**config.mk**
```make
export PLATFORM = sky130hd
export DESIGN_NAME = arpm_ctrl
export DESIGN_NICKNAME = d
export VERILOG_FILES = /design/src/rtl/arpm_pkg.sv /design/src/rtl/arpm_ctrl.sv
export SDC_FILE = /design/constraint.sdc
export NUM_CORES = 1
export LEC_CHECK = 0
export BUFFER_PORTS_ARGS = -buffer_cell sky130_fd_sc_hd__buf_2
export CAP_MARGIN = 10
export CORE_UTILIZATION = 30
export DETAILED_ROUTE_END_ITERATION = 10
export GPL_TIMING_DRIVEN = 1
export SLEW_MARGIN = 20
export SYNTH_ARGS = -nofsm -noshare
export SYNTH_HDL_FRONTEND = slang
export SYNTH_SLANG_ARGS = --single-unit
```
**constraint.sdc**
```tcl
create_clock -name i_clk -period 18.43 [get_ports i_clk]
set_clock_uncertainty 0.15 [all_clocks]
set_input_delay 3.686 -clock i_clk [delete_from_list [all_inputs] [get_ports i_clk]]
set_output_delay 3.686 -clock i_clk [all_outputs]
set_load 0.05 [all_outputs]
```
**src/rtl/arpm_pkg.sv**
```systemverilog
`timescale 1ns / 1ps
// ----------------------------------------------------------------------------
// arpm_pkg: shared types and constants for the pseudocolor mapper
// Defines the item payloads, the configuration addresses and the default sizes.
// ----------------------------------------------------------------------------
package arpm_pkg;

    localparam int MAX_PIXELS_DEF  = 4096;
    localparam int MAP_ENTRIES_DEF = 256;
    localparam int SAMPLE_BITS_DEF = 16;

    localparam int CNT_W   = 13;
    localparam int PADDR_W = 5;
    localparam logic [7:0] ALPHA_VALUE = 8'd153;

    localparam logic [2:0] REG_MAP_SELECT = 3'd0;
    localparam logic [2:0] REG_AUTO_RANGE = 3'd1;
    localparam logic [2:0] REG_FIXED_MIN  = 3'd2;
    localparam logic [2:0] REG_FIXED_MAX  = 3'd3;
    localparam logic [2:0] REG_COLUMNS    = 3'd4;
    localparam logic [2:0] REG_ROWS       = 3'd5;
    localparam logic [2:0] REG_ROW_OFFSET = 3'd6;

    typedef enum logic {
        OP_LOAD = 1'b0,
        OP_EMIT = 1'b1
    } t_op;

    typedef struct packed {
        logic                       op;
        logic [SAMPLE_BITS_DEF-1:0] sample;
    } t_in_item;

    typedef struct packed {
        logic [7:0] red;
        logic [7:0] green;
        logic [7:0] blue;
        logic [7:0] alpha;
        logic       last_pixel;
    } t_out_item;

    // Controller to datapath commands
    typedef struct packed {
        logic load;       // store sample, update min/max
        logic first;      // first sample of the frame
        logic rd;         // read store at position
        logic norm;       // compute difference, range
        logic mul;        // multiply by map scale
        logic div_start;  // start the divider
        logic emit;       // color lookup, present result
    } t_cmd;

    typedef struct packed {
        logic div_done;
    } t_sts;

endpackage

```
**src/rtl/arpm_ctrl.sv**
```systemverilog
`timescale 1ns / 1ps
// ----------------------------------------------------------------------------
// arpm_ctrl: frame counters and sequencing state machine
// Tracks load and readout positions and steps the datapath through a pixel.
// ----------------------------------------------------------------------------
module arpm_ctrl import arpm_pkg::*; #(
    parameter int MAX_PIXELS = MAX_PIXELS_DEF
) (
    input  logic                          i_clk,
    input  logic                          i_rst_n,
    input  logic                          i_start,
    input  logic                          i_op,
    input  logic [CNT_W-1:0]              i_columns,
    input  logic [CNT_W-1:0]              i_rows,
    input  logic [CNT_W-1:0]              i_row_offset,
    input  t_sts                          i_sts,
    output t_cmd                          o_cmd,
    output logic [$clog2(MAX_PIXELS)-1:0] o_addr,
    output logic                          o_last,
    output logic                          o_busy,
    output logic                          o_valid
);
    localparam int AW = $clog2(MAX_PIXELS);
    localparam int SW = AW + 1;

    typedef enum logic [2:0] {S_IDLE, S_READ, S_NORM, S_MUL, S_DIV, S_EMIT} t_state;
    t_state r_state;

    logic [SW-1:0] r_load_cnt, r_emit_cnt, r_pos;
    logic          r_full, r_last, r_valid;
    logic [25:0]   prod, sprod;
    logic [SW-1:0] size, start;
    logic [CNT_W-1:0] cols, rws;

    assign cols  = (i_columns == '0) ? CNT_W'(1) : i_columns;
    assign rws   = (i_rows == '0) ? CNT_W'(1) : i_rows;
    assign prod  = cols * rws;
    assign size  = (prod > 26'(MAX_PIXELS)) ? SW'(MAX_PIXELS) : prod[SW-1:0];
    assign sprod = i_row_offset * cols;
    assign start = (i_row_offset > i_rows || sprod >= 26'(size)) ? '0 : sprod[SW-1:0];

    logic load_ok, emit_ok, restart;
    assign load_ok = i_start && !o_busy && (i_op == OP_LOAD);
    assign emit_ok = i_start && !o_busy && (i_op == OP_EMIT) && r_full;
    assign restart = r_full || (r_load_cnt >= size);

    logic [SW-1:0] ec;
    assign ec = (r_emit_cnt >= size) ? '0 : r_emit_cnt;

    always_comb begin
        o_cmd = '0;
        o_cmd.load  = load_ok;
        o_cmd.first = restart || (r_load_cnt == '0);
        o_cmd.rd    = (r_state == S_READ);
        o_cmd.norm  = (r_state == S_NORM);
        o_cmd.mul   = (r_state == S_MUL);
        o_cmd.div_start = (r_state == S_MUL);
        o_cmd.emit  = (r_state == S_EMIT);
        o_addr = (r_state == S_IDLE) ? (restart ? '0 : r_load_cnt[AW-1:0]) : r_pos[AW-1:0];
    end

    always_ff @(posedge i_clk) begin
        if (!i_rst_n) begin
            r_state    <= S_IDLE;
            r_load_cnt <= '0;
            r_emit_cnt <= '0;
            r_full     <= 1'b0;
            r_valid    <= 1'b0;
            r_last     <= 1'b0;
            r_pos      <= '0;
        end else begin
            r_valid <= 1'b0;
            unique case (r_state)
                S_IDLE: begin
                    if (load_ok) begin
                        r_load_cnt <= (restart ? SW'(0) : r_load_cnt) + 1'b1;
                        if ((restart ? SW'(0) : r_load_cnt) + 1'b1 >= size) begin
                            r_full <= 1'b1;
                        end else begin
                            r_full <= 1'b0;
                        end
                        r_emit_cnt <= '0;
                    end else if (emit_ok) begin
                        // wrap position into the frame
                        r_pos  <= ((start + ec) >= size) ? start + ec - size : start + ec;
                        r_last <= (ec == size - 1'b1);
                        r_emit_cnt <= (ec == size - 1'b1) ? '0 : ec + 1'b1;
                        r_state <= S_READ;
                    end
                end
                S_READ: r_state <= S_NORM;
                S_NORM: r_state <= S_MUL;
                S_MUL:  r_state <= S_DIV;
                S_DIV: begin
                    if (i_sts.div_done) r_state <= S_EMIT;
                end
                S_EMIT: begin
                    r_valid <= 1'b1;
                    r_state <= S_IDLE;
                end
                default: r_state <= S_IDLE;
            endcase
        end
    end

    assign o_busy  = (r_state != S_IDLE);
    assign o_valid = r_valid;
    assign o_last  = r_last;
endmodule

```
# Yosys cells after proc, flatten, opt, wreduce, memory -nomap -nowiden

Cells that the tools add are included.

Bits of input ports: 44
Output and inout port bits: 22
Bits in registers: 44
Logic and storage cells: 68

Bitwise operators: 2
Multiply operators: 2
Multiplexer cells: 18
Equality and inequality tests: 9
Reductions and logical operators: 18
Magnitude comparators: 7
$add $sub $neg: 5

Operators by type and width:

| operator                                              | count |
|---|---|
| 2-to-1 mux 13 bit                                     | 9 |
| >= comparator 13 bit                                  | 4 |
| multiplier 13 x 13 -> 26 bit                          | 2 |
| logical NOT 13 bit                                    | 3 |
| 2-to-1 mux 12 bit                                     | 3 |
| adder 13 x 1 -> 13 bit (second input constant)        | 2 |
| >= comparator 26 x 13 -> 1 bit                        | 1 |
| > comparator 26 x 13 -> 1 bit (second input constant) | 1 |
| case mux 3 bit (5 select lines)                       | 1 |
| adder 13 bit                                          | 1 |
| == test 13 bit                                        | 1 |
| > comparator 13 bit                                   | 1 |
| subtractor 13 x 1 -> 13 bit (second input constant)   | 1 |
| subtractor 12 bit                                     | 1 |
| 2-to-1 mux 3 bit                                      | 3 |
| == test 3 x 2 -> 1 bit (second input constant)        | 2 |
| == test 3 bit (second input constant)                 | 2 |
| inequality test 2 bit (second input constant)         | 3 |
| AND reduction 3 bit                                   | 2 |
| logical AND 1 bit                                     | 4 |
| AND reduction 2 bit                                   | 2 |
| == test 3 x 1 -> 1 bit (second input constant)        | 1 |
| logical NOT 3 bit                                     | 1 |
| logical OR 1 bit                                      | 3 |
| 5 further kinds                                       | 7 |

# Logic depth before layout (Yosys ltp)

Gate-level depths: netlist of run 1.

Depth after elaboration: 11
Depth in mapped cells: 62
Gate-level depth less buffers: 57

# Least setup slack after synthesis of run 1

Ideal clock, no wire load.

Path type: input -> output
Start point: input i_columns[6]
End point: output o_addr[0]
Arrival: 13.130 ns
Cell stages on the path: 38
Slack: 1.464 ns
Data required time: 14.594 ns
Cell sequence: clkbuf_1 > nor4_1 > a31o_2 > clkbuf_1 > nand2_1 > fa_1 > inv_1 > fa_1 > inv_1 > fa_1 > fa_1 > fa_1 > inv_1 > ha_1 > clkbuf_1 > nand4_1 > a21boi_0 > o211ai_1 > (+2 left out) > nor4_1 > and3_1 > buf_4 > clkbuf_1 > nand2_1 > ha_1 > nor2b_1 > o21a_1 > o21a_1 > o21ai_0 > a21oi_1 > o31a_1 > o21ai_0 > a21boi_0 > o21ai_1 > nand2_1 > clkbuf_1 > o31ai_1

Word-level cells in the longest chain between the ends: 9

RTL lines:

| element                           | line            | text |
|---|---|---|
| from (decl)                       | arpm_ctrl.sv:13 | `input logic [CNT_W-1:0] i_columns,` |
| logical NOT 13 bit                | arpm_ctrl.sv:35 | `assign cols = (i_columns == '0) ? CNT_W'(1) : i_columns;` |
| 2-to-1 mux 13 bit *               | arpm_ctrl.sv:35 |  |
| multiplier 13 x 13 -> 26 bit *    | arpm_ctrl.sv:37 | `assign prod = cols * rws;` |
| > comparator 26 x 13 -> 1 bit     | arpm_ctrl.sv:38 | `assign size = (prod > 26'(MAX_PIXELS)) ? SW'(MAX_PIXELS) : prod[SW-1:0];` |
| 2-to-1 mux 13 bit *               | arpm_ctrl.sv:38 |  |
| >= comparator 13 bit *            | arpm_ctrl.sv:45 | `assign restart = r_full \|\| (r_load_cnt >= size);` |
| logical OR 1 bit *                | arpm_ctrl.sv:45 |  |
| 2-to-1 mux 12 bit * (2 in series) | arpm_ctrl.sv:59 | `o_addr = (r_state == S_IDLE) ? (restart ? '0 : r_load_cnt[AW-1:0]) : r_pos[AW-1:0];` |
| to (decl)                         | arpm_ctrl.sv:18 | `output logic [$clog2(MAX_PIXELS)-1:0] o_addr,` |

Every way passes the cells marked *; elsewhere a longest branch is shown, timed or not.

# Worst setup path after layout of run 1

Same ends and word-level chain as after synthesis.

==> results.md, run 1 <==
- Result of the run: complete, no violations
- Worst min-delay path class: register to register
- Max frequency: ~57 MHz
- Start-to-end type of the worst setup path: input port to primary output
- Via/cell ratio: slightly above 5
- Sinks on the clock net: between 40 and 50
- Biggest cell delay along the critical path: ~0.54 ns
- Post-DP HPWL: between 30 and 40 mm
- Sequential power share: between 3 and 4%
- Number of antenna repair diodes: 0
- Pin count of the biggest net entering global routing: 30
- Instance count of the mapped netlist: between 2000 and 2500
- Clock insertion delay at the later pin of the skew report: ~0.29 ns
- Total power density per cell area: between 100 and 150 nW/um2
- Internal: ~1.1 mW
- Clock root buffer: sky130_fd_sc_hd__clkbuf_16
- Antenna violation net count after detailed routing: 0
- Global-route wire length before repair: 78.35 mm
- Required time of the critical path: ~15 ns
- Vertical die dimension: roughly 240 um
- CP Max Fanout: 27
- Setup repair after global routing missed its margin: false
- Full die area: ~59000 um2
- Initial DRC count: ~860
- # nets final: roughly 2700
- TritonCTS clock tree: built
- X dimension of the die: 243.0 um
- Number of synthesis warnings: 0
- Buffer levels on the longest clock path: 2
- GRT Total Usage: 16.10%
- Number of antenna violations at the first check in global routing: 3
- Count of flip-flops with a built-in enable after synthesis: 0
- Fillers: around 6000
- Number of standard cells in the final layout excluding fillers: just under 3000
- Row count: 87
- Relative slew slack: ~49%
- Launching element type of the critical path: input port
- Min Clock Period, post-route: between 15 and 20 ns
- Fraction of the core area covered by cells at the end of the flow: about 33%
- Worst Tran Pin Value: 0.7544 ns
- Clock transition time at the flip-flop clock pins of the worst setup and hold paths: 0.06 ns
- Via count: around 15000
- Area of the mapped netlist: between 15000 and 20000 um2
- Maximum level of the CTS H-tree: 2
- Core area: around 57000 um2
- Post-CTS Setup Inserts: 0
- Mean post-synth cell area: 7.924 um2
- Finished Cell Area: around 19000 um2
- P_sw: around 1.5 mW
- Most common library cell in the layout ignoring fill and taps: sky130_fd_sc_hd__inv_1
- Clock share of power: under 10%
- Critical path's slowest cell: sky130_fd_sc_hd__nor4_1
- Weighted congestion at the end of routability-driven global placement: roughly 0.9
- Sequential cell area fraction in the yosys report: a little over 5%
- Total Neg Setup Slack: 0 ns
- Area post-placement: between 15000 and 20000 um2
- Most common flop cell mapped by yosys: sky130_fd_sc_hd__dfxtp_1
- Static leakage: approximately 9.2 nW
- Arrival @ worst endpoint: 13.65 ns
- Effective utilization at floorplan: a little under a third
- Sw Share: approximately three fifths
- Remaining routing DRC violations: 0
- Congestion Overflow GR: 0
- VDD IR-drop max: 0.00009400 V
- Number of global-route vias before repair: around 15000
- Hold-fix buffers, CTS: 0
- Number of storage elements in the synthesis netlist: 44
- Count of pins over their slew limit: 0
- Combinational group share of total power: approximately 93%
- Number of endpoints with negative hold slack in the final report: 0
- DR WL/cell: ~16 um
- Total routed wirelength: 47.61 mm
- I/O Pins: 66
- Commonest non-fill, non-tap cells in the layout: sky130_fd_sc_hd__inv_1 (374), sky130_fd_sc_hd__nand2_1 (309), sky130_fd_sc_hd__fa_1 (244)
- Library cells used by synthesis: 89
- Synth-to-layout area growth: 6.213%
- Maxcap violations: 0
- Total nets after synthesis: about 2700
- Fraction of layout instances using a drive strength above 1: under 10%
- Number of detailed-routing iterations run before antenna repair: 5
- Cell occurring most often along the worst timing path: sky130_fd_sc_hd__fa_1
- Final critical-path share of the clock period: 94.86%
- Final setup fails: 0
- Count of buffers inserted at the top-level ports: between 60 and 70
- CTS buffer count: 5
- Proportion of register bits with asynchronous set or reset after synthesis: 0%
- Crit end category: primary output
- Total instance count after detailed placement: approximately 2900
[final timing paths]
| kind | start | end | slack (ns) | depth (start not counted) |
|---|---|---|---|---|
| setup / recovery | i_columns[6] | o_addr[0] | 0.95 | 35 |
| hold / removal | o_last | o_last | 0.34 | 2 |
| setup reg to reg | r_emit_cnt[4] | r_pos[0] | 12.13 | 29 |
| hold reg to reg | o_last | o_last | 0.34 | 2 |
[per-stage QoR]
step	worst slack (ns)	hold WS, ns	total power, mW
floorplan	1.464	0.2965	1.927
global placement	0.9538	0.3249	2.502
detailed placement	0.7268	0.3384	2.532
CTS	0.7187	0.3528	2.645
global route	0.1239	0.3752	2.936
finish	0.9475	0.3439	2.628
[logic make-up after synthesis]
| group | Yosys count | synth area share [%] |
|---|---|---|
| and+or+nand+nor | 762 | 21.48 |
| buffers and inverters | 485 | 10.62 |
| adders and majority gates | 479 | 44.92 |
| AOI/OAI and AO/OA | 339 | 13.21 |
| xor gates and xnor gates | 66 | 3.362 |
| DFF | 44 | 5.057 |
| muxes | 23 | 1.350 |
[metal layers]
layer | track usage [%] | vias to the layer above | part of all wire (%) | routed length [um]
met5 | 0 | - | 0.084 | 40
met4 | 3.626 | 6 | 2.0 | 957
met3 | 1.692 | 72 | 4.7 | 2258
met2 | 28.27 | 425 | 49 | 23430
met1 | 21.10 | 7348 | 44 | 20920
li1 | - | 7087 | - | -
[power by group through the flow]
stage | clock [mW] | sequential, mW | combinational [mW]
after floorplan | 0 | 0.0996 | 1.83
after global placement | 0 | 0.101 | 2.40
after detailed placement | 0 | 0.101 | 2.43
after CTS | 0.0947 | 0.0984 | 2.45
after global routing | 0.0989 | 0.0986 | 2.74
final | 0.0927 | 0.0985 | 2.44
[critical path, delay by kind of cell]
| family | cells | cell delay [ns] |
|---|---|---|
| buffers and inverters | 6 | 1.07 |
| adders and majority gates | 7 | 3.17 |
| AOI/OAI and AO/OA | 13 | 2.81 |
| and+or+nand+nor | 8 | 2.52 |
| muxes | 1 | 0.35 |
[repair_timing]
action / in CTS / in global routing
setup endpoints to repair: 0 / 3
endpoints found under the hold margin: 0 / 0
resized for setup: 0 / 1
[cell usage after synthesis (all sizes together), types with 10 or more instances]
master,n,area (um2)
nand4,29,181.4
fa,244,4885
o21ai,86,434.2
clkbuf,94,352.8
a21boi,21,161.4
nand3,46,230.2
a21o,16,120.1
xor2,22,192.7
nand2b,13,81.33
nor2b,18,112.6
a211oi,10,90.09
and2,135,844.6
mux2i,19,190.2
o21a,25,187.7
xnor2,44,392.9
nor3,25,125.1
ha,235,2940
and3,27,168.9
inv,375,1408
or3,12,75.07
nor2,93,351.6
nand2,309,1160
a31oi,12,90.09
nor4,23,165.2
buf,13,77.57
dfxtp,44,880.8
a21oi,84,435.4
[registers in the layout, indices dropped and copies added (netlist names)]
signal      flops
r_pos          12
r_full          1
o_last          1
r_emit_cnt     13
o_valid         1
r_load_cnt     13
r_state         3
[area by class of cell]
class	instances	area (um2)	share of cell area [%]
repair buffers	76	407.9	2.205
clock inverters	1	7.507	0.04058
multi-input cells	1669	14700	79.44
flip-flops and latches	44	880.8	4.761
clock buffers	7	142.6	0.7710
inverters	378	1419	7.669
well taps	756	945.9	5.113
(Power assumes the default switching activity.)
==> inputs of run 2 (changes only) <==
RECOVER_POWER = 50   (was not set)
==> run 2 against run 1 <==
The run now ends with max-capacitance violations, max-slew violations left. Total power fell by 0.14%. Sequential share of layout area barely moved. Via count barely moved. Critical path depth did not move. Worst hold slack improved by 0.0038 ns. Register-to-register slack got worse by 0.44 ns. Clock power barely moved. Sequential power barely moved. Count of clock-buffer cells in the layout did not move. Non-clock buffer count did not move. Die area did not move. Worst setup slack got worse by 0.013 ns. Largest power group unchanged.
==> results.md, run 2 (synthesized netlist as in run 1, its figures left out) <==
- Worst Tran Pin Value: 1.827 ns (+1.073 ns)
- Fraction of layout instances using a drive strength above 1: 5.011% (-0.64 points)
- Number of global-route vias before repair: 15469 (unchanged)
- Min Clock Period, post-route: 17.50 ns (+0.01319 ns)
- Reg-to-reg setup timing slack: 11.69 ns (-0.44 ns)
- Number of antenna violations at the first check in global routing: 3 (unchanged)
- Buffer levels on the longest clock path: 2 (unchanged)
- Final critical-path share of the clock period: 94.93% (about the same)
- CP Max Fanout: 27 (unchanged)
- Area taken by multi-input logic gates: 14680 um2 (-0.12%)
- Max frequency: 57.16 MHz (about the same)
- Full die area: 59030 um2 (unchanged)
- Static leakage: 9.162 nW (-0.51%)
- Post-DP HPWL: 38.81 mm (unchanged)
- CP Capture Point: o_addr[0]
- Remaining routing DRC violations: 0 (unchanged)
- Count of pins over their slew limit: 17 (+17)
- Post-cts sizing count: 0 (unchanged)
- Number of detailed-routing iterations run before antenna repair: 7 (+2)
- Worst min-delay path class: register to register
- Vertical die dimension: 243.0 um (unchanged)
- Maximum level of the CTS H-tree: 2 (unchanged)
- Via/cell ratio: 5.094 (about the same)
- Weighted congestion at the end of routability-driven global placement: 0.9005 (unchanged)
- Antenna violation net count after detailed routing: 0 (unchanged)
- Synth-to-layout area growth: 6.006%
- Largest registers in the final layout: r_emit_cnt: 13 flops, r_load_cnt: 13 flops, r_pos: 12 flops
- X dimension of the die: 243.0 um (unchanged)
- VDD IR-drop max: 0.00009527 V (+1.3%)
- Setup repair after global routing missed its margin: false
- Power Total: 2.624 mW (-0.14%)
- DR WL/cell: 16.26 um (+0.11%)
- Combined buffer and inverter count along the critical path: 6 (unchanged)
- Initial DRC count: 795 (-7.8%)
- Most common library cell in the layout ignoring fill and taps: sky130_fd_sc_hd__inv_1
- Cell occurring most often along the worst timing path: sky130_fd_sc_hd__fa_1
- TritonCTS clock tree: built
- Sinks on the clock net: 44 (unchanged)
- Number of endpoints with negative hold slack in the final report: 0 (unchanged)
- Row count: 87 (unchanged)
- I/O Pins: 66 (unchanged)
- Total Neg Setup Slack: 0 ns (unchanged)
- Number of antenna repair diodes: 0 (unchanged)
- Violated checks: max-capacitance violations, max-slew violations
- Biggest cell delay along the critical path: 0.53 ns (about the same)
- Critical path's slowest cell: sky130_fd_sc_hd__nor4_1
- Relative slew slack: -22.86% (-72 points)
- Clock transition time at the flip-flop clock pins of the worst setup and hold paths: 0.06 ns (about the same)
- Effective utilization at floorplan: 30.65% (unchanged)
- Total routed wirelength: 47.66 mm (+0.11%)
- Total power density per cell area: 142.1 nW/um2 (about the same)
- Crit end category: primary output
- Final setup fails: 0 (unchanged)
- Required time of the critical path: 14.59 ns (about the same)
- # nets final: 2697 (unchanged)
- Clock root buffer: sky130_fd_sc_hd__clkbuf_16
- Crit. path cell count: 35 (unchanged)
- Clock insertion delay at the later pin of the skew report: 0.29 ns (about the same)
- Delay-heaviest family, CP: adder cells
- Fillers: 6027 (+0.18%)
- Arrival @ worst endpoint: 13.66 ns (about the same)
- Hold-fix buffers, CTS: 0 (unchanged)
- Via count: 14931 (-0.047%)
- Hold-critical path depth: 2 (unchanged)
- Count of buffers inserted at the top-level ports: 65 (unchanged)
- Flip-flop and latch area: 880.8 um2 (unchanged)
- Maxcap violations: 1 (+1)
- Launching element type of the critical path: input port
- Global-route wire length before repair: 78.35 mm (unchanged)
- Commonest non-fill, non-tap cells in the layout: sky130_fd_sc_hd__inv_1 (374), sky130_fd_sc_hd__nand2_1 (309), sky130_fd_sc_hd__fa_1 (244)
- GRT Total Usage: 16.10% (unchanged)
- Start-to-end type of the worst setup path: input port to primary output
- Pin count of the biggest net entering global routing: 30 (unchanged)
- CTS buffer count: 5 (unchanged)
- Congestion Overflow GR: 0 (unchanged)
- Worst R2R Start: r_emit_cnt[4]
- Result of the run: complete, but fails checks
- Worst setup startpoint: i_columns[6]
- Core area: 56820 um2 (unchanged)
- Reg-to-reg critical path endpoint: r_pos[0]
- Reg2reg path depth: 29 (unchanged)
- Post-CTS Setup Inserts: 0 (unchanged)
-- run 2: stage by stage --
step	setup slack [ns]	instance area, um2	std cells	utilization (%)	hold slack, ns
global route	0.07488	18460	2931	32.49	0.3752
detailed placement	0.7268	18350	2923	32.29	0.3384
finish	0.9343	18460	2931	32.49	0.3477
CTS	0.7187	18500	2931	32.56	0.3528
global placement	0.9538	18350	2923	32.29	0.3249
floorplan	1.464	17420	2198	-	0.2965
-- run 2: worst min-delay path by stage --
stage | endpoint | slack (ns) | startpoint
2_1_floorplan | r_pos[0] | 0.30 | r_pos[0]
3_3_place_gp | o_last | 0.32 | o_last
3_5_place_dp | o_last | 0.34 | o_last
4_1_cts | o_last | 0.35 | o_last
5_1_grt | r_pos[2] | 0.38 | r_pos[2]
6_report | o_last | 0.35 | o_last
-- run 2: tightest hold or removal path: stages (launching register included) --
cell and delay (ns):
sky130_fd_sc_hd__dfxtp_1 0.33, sky130_fd_sc_hd__mux2i_1 0.07, sky130_fd_sc_hd__nor2_1 0.07
-- run 2: per-layer routing --
metal	share of wire, %	wire length [um]	global-route usage (%)
met4	2.0	937	3.626
met2	49	23510	28.27
met1	44	20930	21.10
met3	4.7	2244	1.692
met5	0.084	40	0
-- run 2: area by class of cell --
type	instances	share of cell area, %
repair buffers	76	2.107
clock inverters	1	0.04066
flip-flops and latches	44	4.771
multi-input cells	1669	79.50
well taps	756	5.123
inverters	378	7.684
clock buffers	7	0.7725
-- run 2: where the power goes --
group / internal, mW / switching (mW) / total [mW]
clock: 0.0541 / 0.0386 / 0.0926
combinational: 0.948 / 1.49 / 2.43
sequential: 0.0966 / 0.00185 / 0.0985
==> inputs of run 3 (changes only) <==
SKIP_CTS_REPAIR_TIMING = 1   (was not set)
clock period = 18.4 ns   (was 18.43 ns; I/O delays follow)
==> run 3 against run 2 <==
The run still ends with max-capacitance violations, max-slew violations left. Register-to-register slack barely moved. Die area did not move. Utilization barely moved. Flip-flop and latch count did not move. Critical path type unchanged. Highest routed layer unchanged.
==> results.md, run 3 (synthesized netlist as in run 1, its figures left out) <==
- Start-to-end type of the worst setup path: input port to primary output
- Top Usage Layer GRT: met2
- Count of pins over their slew limit: 17 (unchanged)
- Vertical die dimension: 243.0 um (unchanged)
- Remaining routing DRC violations: 0 (unchanged)
- Static leakage: 9.165 nW (about the same)
- Synth-to-layout area growth: 5.998% (about the same)
- Arrival @ worst endpoint: 13.64 ns (-0.02 ns)
- Biggest cell delay along the critical path: 0.59 ns (+0.06 ns)
- Via count: 14891 (-0.27%)
- Worst Tran Pin Value: 1.811 ns (-0.01594 ns)
- Number of antenna violations at the first check in global routing: 3 (unchanged)
- Total routed wirelength: 47.79 mm (+0.27%)
- Total Neg Setup Slack: 0 ns (unchanged)
- Cell occurring most often along the worst timing path: sky130_fd_sc_hd__fa_1
- Final setup fails: 0 (unchanged)
- I/O Pins: 66 (unchanged)
- Row count: 87 (unchanged)
- M1 GR Usage: 21.10% (about the same)
- Required time of the critical path: 14.57 ns (-0.02 ns)
- CP Max Fanout: 31 (+15%)
- Critical path's slowest cell: sky130_fd_sc_hd__nor4_1
- Fraction of layout instances using a drive strength above 1: 4.966% (-0.046 points)
- Reg-to-reg setup timing slack: 11.68 ns (about the same)
- Area post-placement: 18350 um2 (unchanged)
- X dimension of the die: 243.0 um (unchanged)
- Delay-heaviest family, CP: adder cells
- Congestion Overflow GR: 0 (unchanged)
- Via/cell ratio: 5.077 (-0.34%)
- Antenna violation net count after detailed routing: 0 (unchanged)
- Number of detailed-routing iterations run before antenna repair: 5 (-2)
- Min Clock Period, post-route: 17.47 ns
- TritonCTS clock tree: built
- Buffer levels on the longest clock path: 2 (unchanged)
- Maximum level of the CTS H-tree: 2 (unchanged)
- Pin count of the biggest net entering global routing: 32 (+6.7%)
- Number of endpoints with negative hold slack in the final report: 0 (unchanged)
- Global-route wire length before repair: 79.75 mm (+1.8%)
- Effective utilization at floorplan: 30.65% (unchanged)
- Core area: 56820 um2 (unchanged)
- Fillers: 5989 (-0.63%)
- GRT Total Usage: 16.39% (+0.29 points)
- VDD IR-drop max: 0.00009256 V (-2.8%)
- Sinks on the clock net: 44 (unchanged)
- Weighted congestion at the end of routability-driven global placement: 0.8931 (-0.82%)
- Number of global-route vias before repair: 15490 (+0.14%)
- Full die area: 59030 um2 (unchanged)
- Result of the run: complete, but fails checks
- Fraction of the core area covered by cells at the end of the flow: 32.49% (about the same)
- Grt met2 use: 28.62% (+0.35 points)
- Worst min-delay path class: register to register
- Maxcap violations: 1 (unchanged)
- Clock insertion delay at the later pin of the skew report: 0.30 ns (about the same)
- Initial DRC count: 880 (+11%)
- Launching element type of the critical path: input port
- Count of buffers inserted at the top-level ports: 65 (unchanged)
- Clock transition time at the flip-flop clock pins of the worst setup and hold paths: 0.06 ns (about the same)
- # nets final: 2697 (unchanged)
- Max frequency: around 57 MHz
- Total power density per cell area: 142.8 nW/um2 (+0.50%)
- CTS buffer count: 5 (unchanged)
- Finished Cell Area: 18460 um2 (about the same)
- Largest registers in the final layout: r_emit_cnt: 13 flops, r_load_cnt: 13 flops, r_pos: 12 flops
- Final critical-path share of the clock period: between 90% and 100%
- Setup repair after global routing missed its margin: false
- Most common library cell in the layout ignoring fill and taps: sky130_fd_sc_hd__inv_1
- Post-DP HPWL: 38.97 mm (+0.42%)
- Violated checks: max-capacitance violations, max-slew violations
- Relative slew slack: -21.79% (+1.1 points)
- Clock root buffer: sky130_fd_sc_hd__clkbuf_16
- Commonest non-fill, non-tap cells in the layout: sky130_fd_sc_hd__inv_1 (374), sky130_fd_sc_hd__nand2_1 (309), sky130_fd_sc_hd__fa_1 (244)
- Crit end category: primary output
- Met3 layer usage reported by global route: 2.554% (+0.86 points)
- Combined buffer and inverter count along the critical path: 6 (unchanged)
- DR WL/cell: 16.29 um (+0.20%)
[run 3: cell types whose count changed in the layout (fill, tap and decap cells not counted), sizes merged]
cell	delta
diode	+2
buf	+1
clkinv	+1
clkbuf	-1
clkinvlp	-1
[run 3: worst register-to-register path, delay by kind of cell, from the launching register on]
family,cells,cell delay [ns]
buf+inv,4,1.04
mux,1,0.37
flops,1,0.54
simple gates,5,0.96
compound gates,14,2.28
xor+xnor,1,0.16
fa+ha+maj,4,1.15
[run 3: per-layer routing]
layer	vias to the layer above	routed length, um
met5	-	12
met4	2	878
met3	68	2639
met2	390	23600
met1	7342	20660
li1	7089	-
[run 3: path summary, 6_finish.rpt]
kind	startpoint	endpoint	cells after the start
setup reg to reg	r_emit_cnt[4]	r_pos[0]	29
hold reg to reg	o_last	o_last	2
hold / removal	o_last	o_last	2
setup / recovery	i_columns[9]	o_addr[5]	35
[run 3: metrics by stage]
stage	instances	power [mW]	worst slack [ns]	hold slack [ns]
6_report	2933	2.637	0.9306	0.3537
4_1_cts	2931	2.661	0.9599	0.3527
5_1_grt	2931	2.949	0.1411	0.3679
3_5_place_dp	2923	2.551	0.9696	0.3371
3_3_place_gp	2923	2.534	1.228	0.3251
2_1_floorplan	2198	1.931	1.446	0.2965
[run 3: final cells by class]
class                           instances  area [um2]  share of cell area, %
Multi-Input combinational cell       1669       14680                  79.50
Clock buffer                            7       132.6                 0.7184
Inverter                              378        1419                  7.685
Timing Repair Buffer                   76       392.9                  2.128
Antenna cell                            2       5.005                0.02711
Clock inverter                          1       8.758                0.04744
Tap cell                              756       945.9                  5.123
Sequential cell                        44       880.8                  4.771
[run 3: report_power, final]
group / internal [mW] / switching [mW] / total, mW
Combinational: 0.948 / 1.50 / 2.45
Clock: 0.0508 / 0.0402 / 0.0910
Sequential: 0.0968 / 0.00187 / 0.0987
Total: 1.10 / 1.54 / 2.64
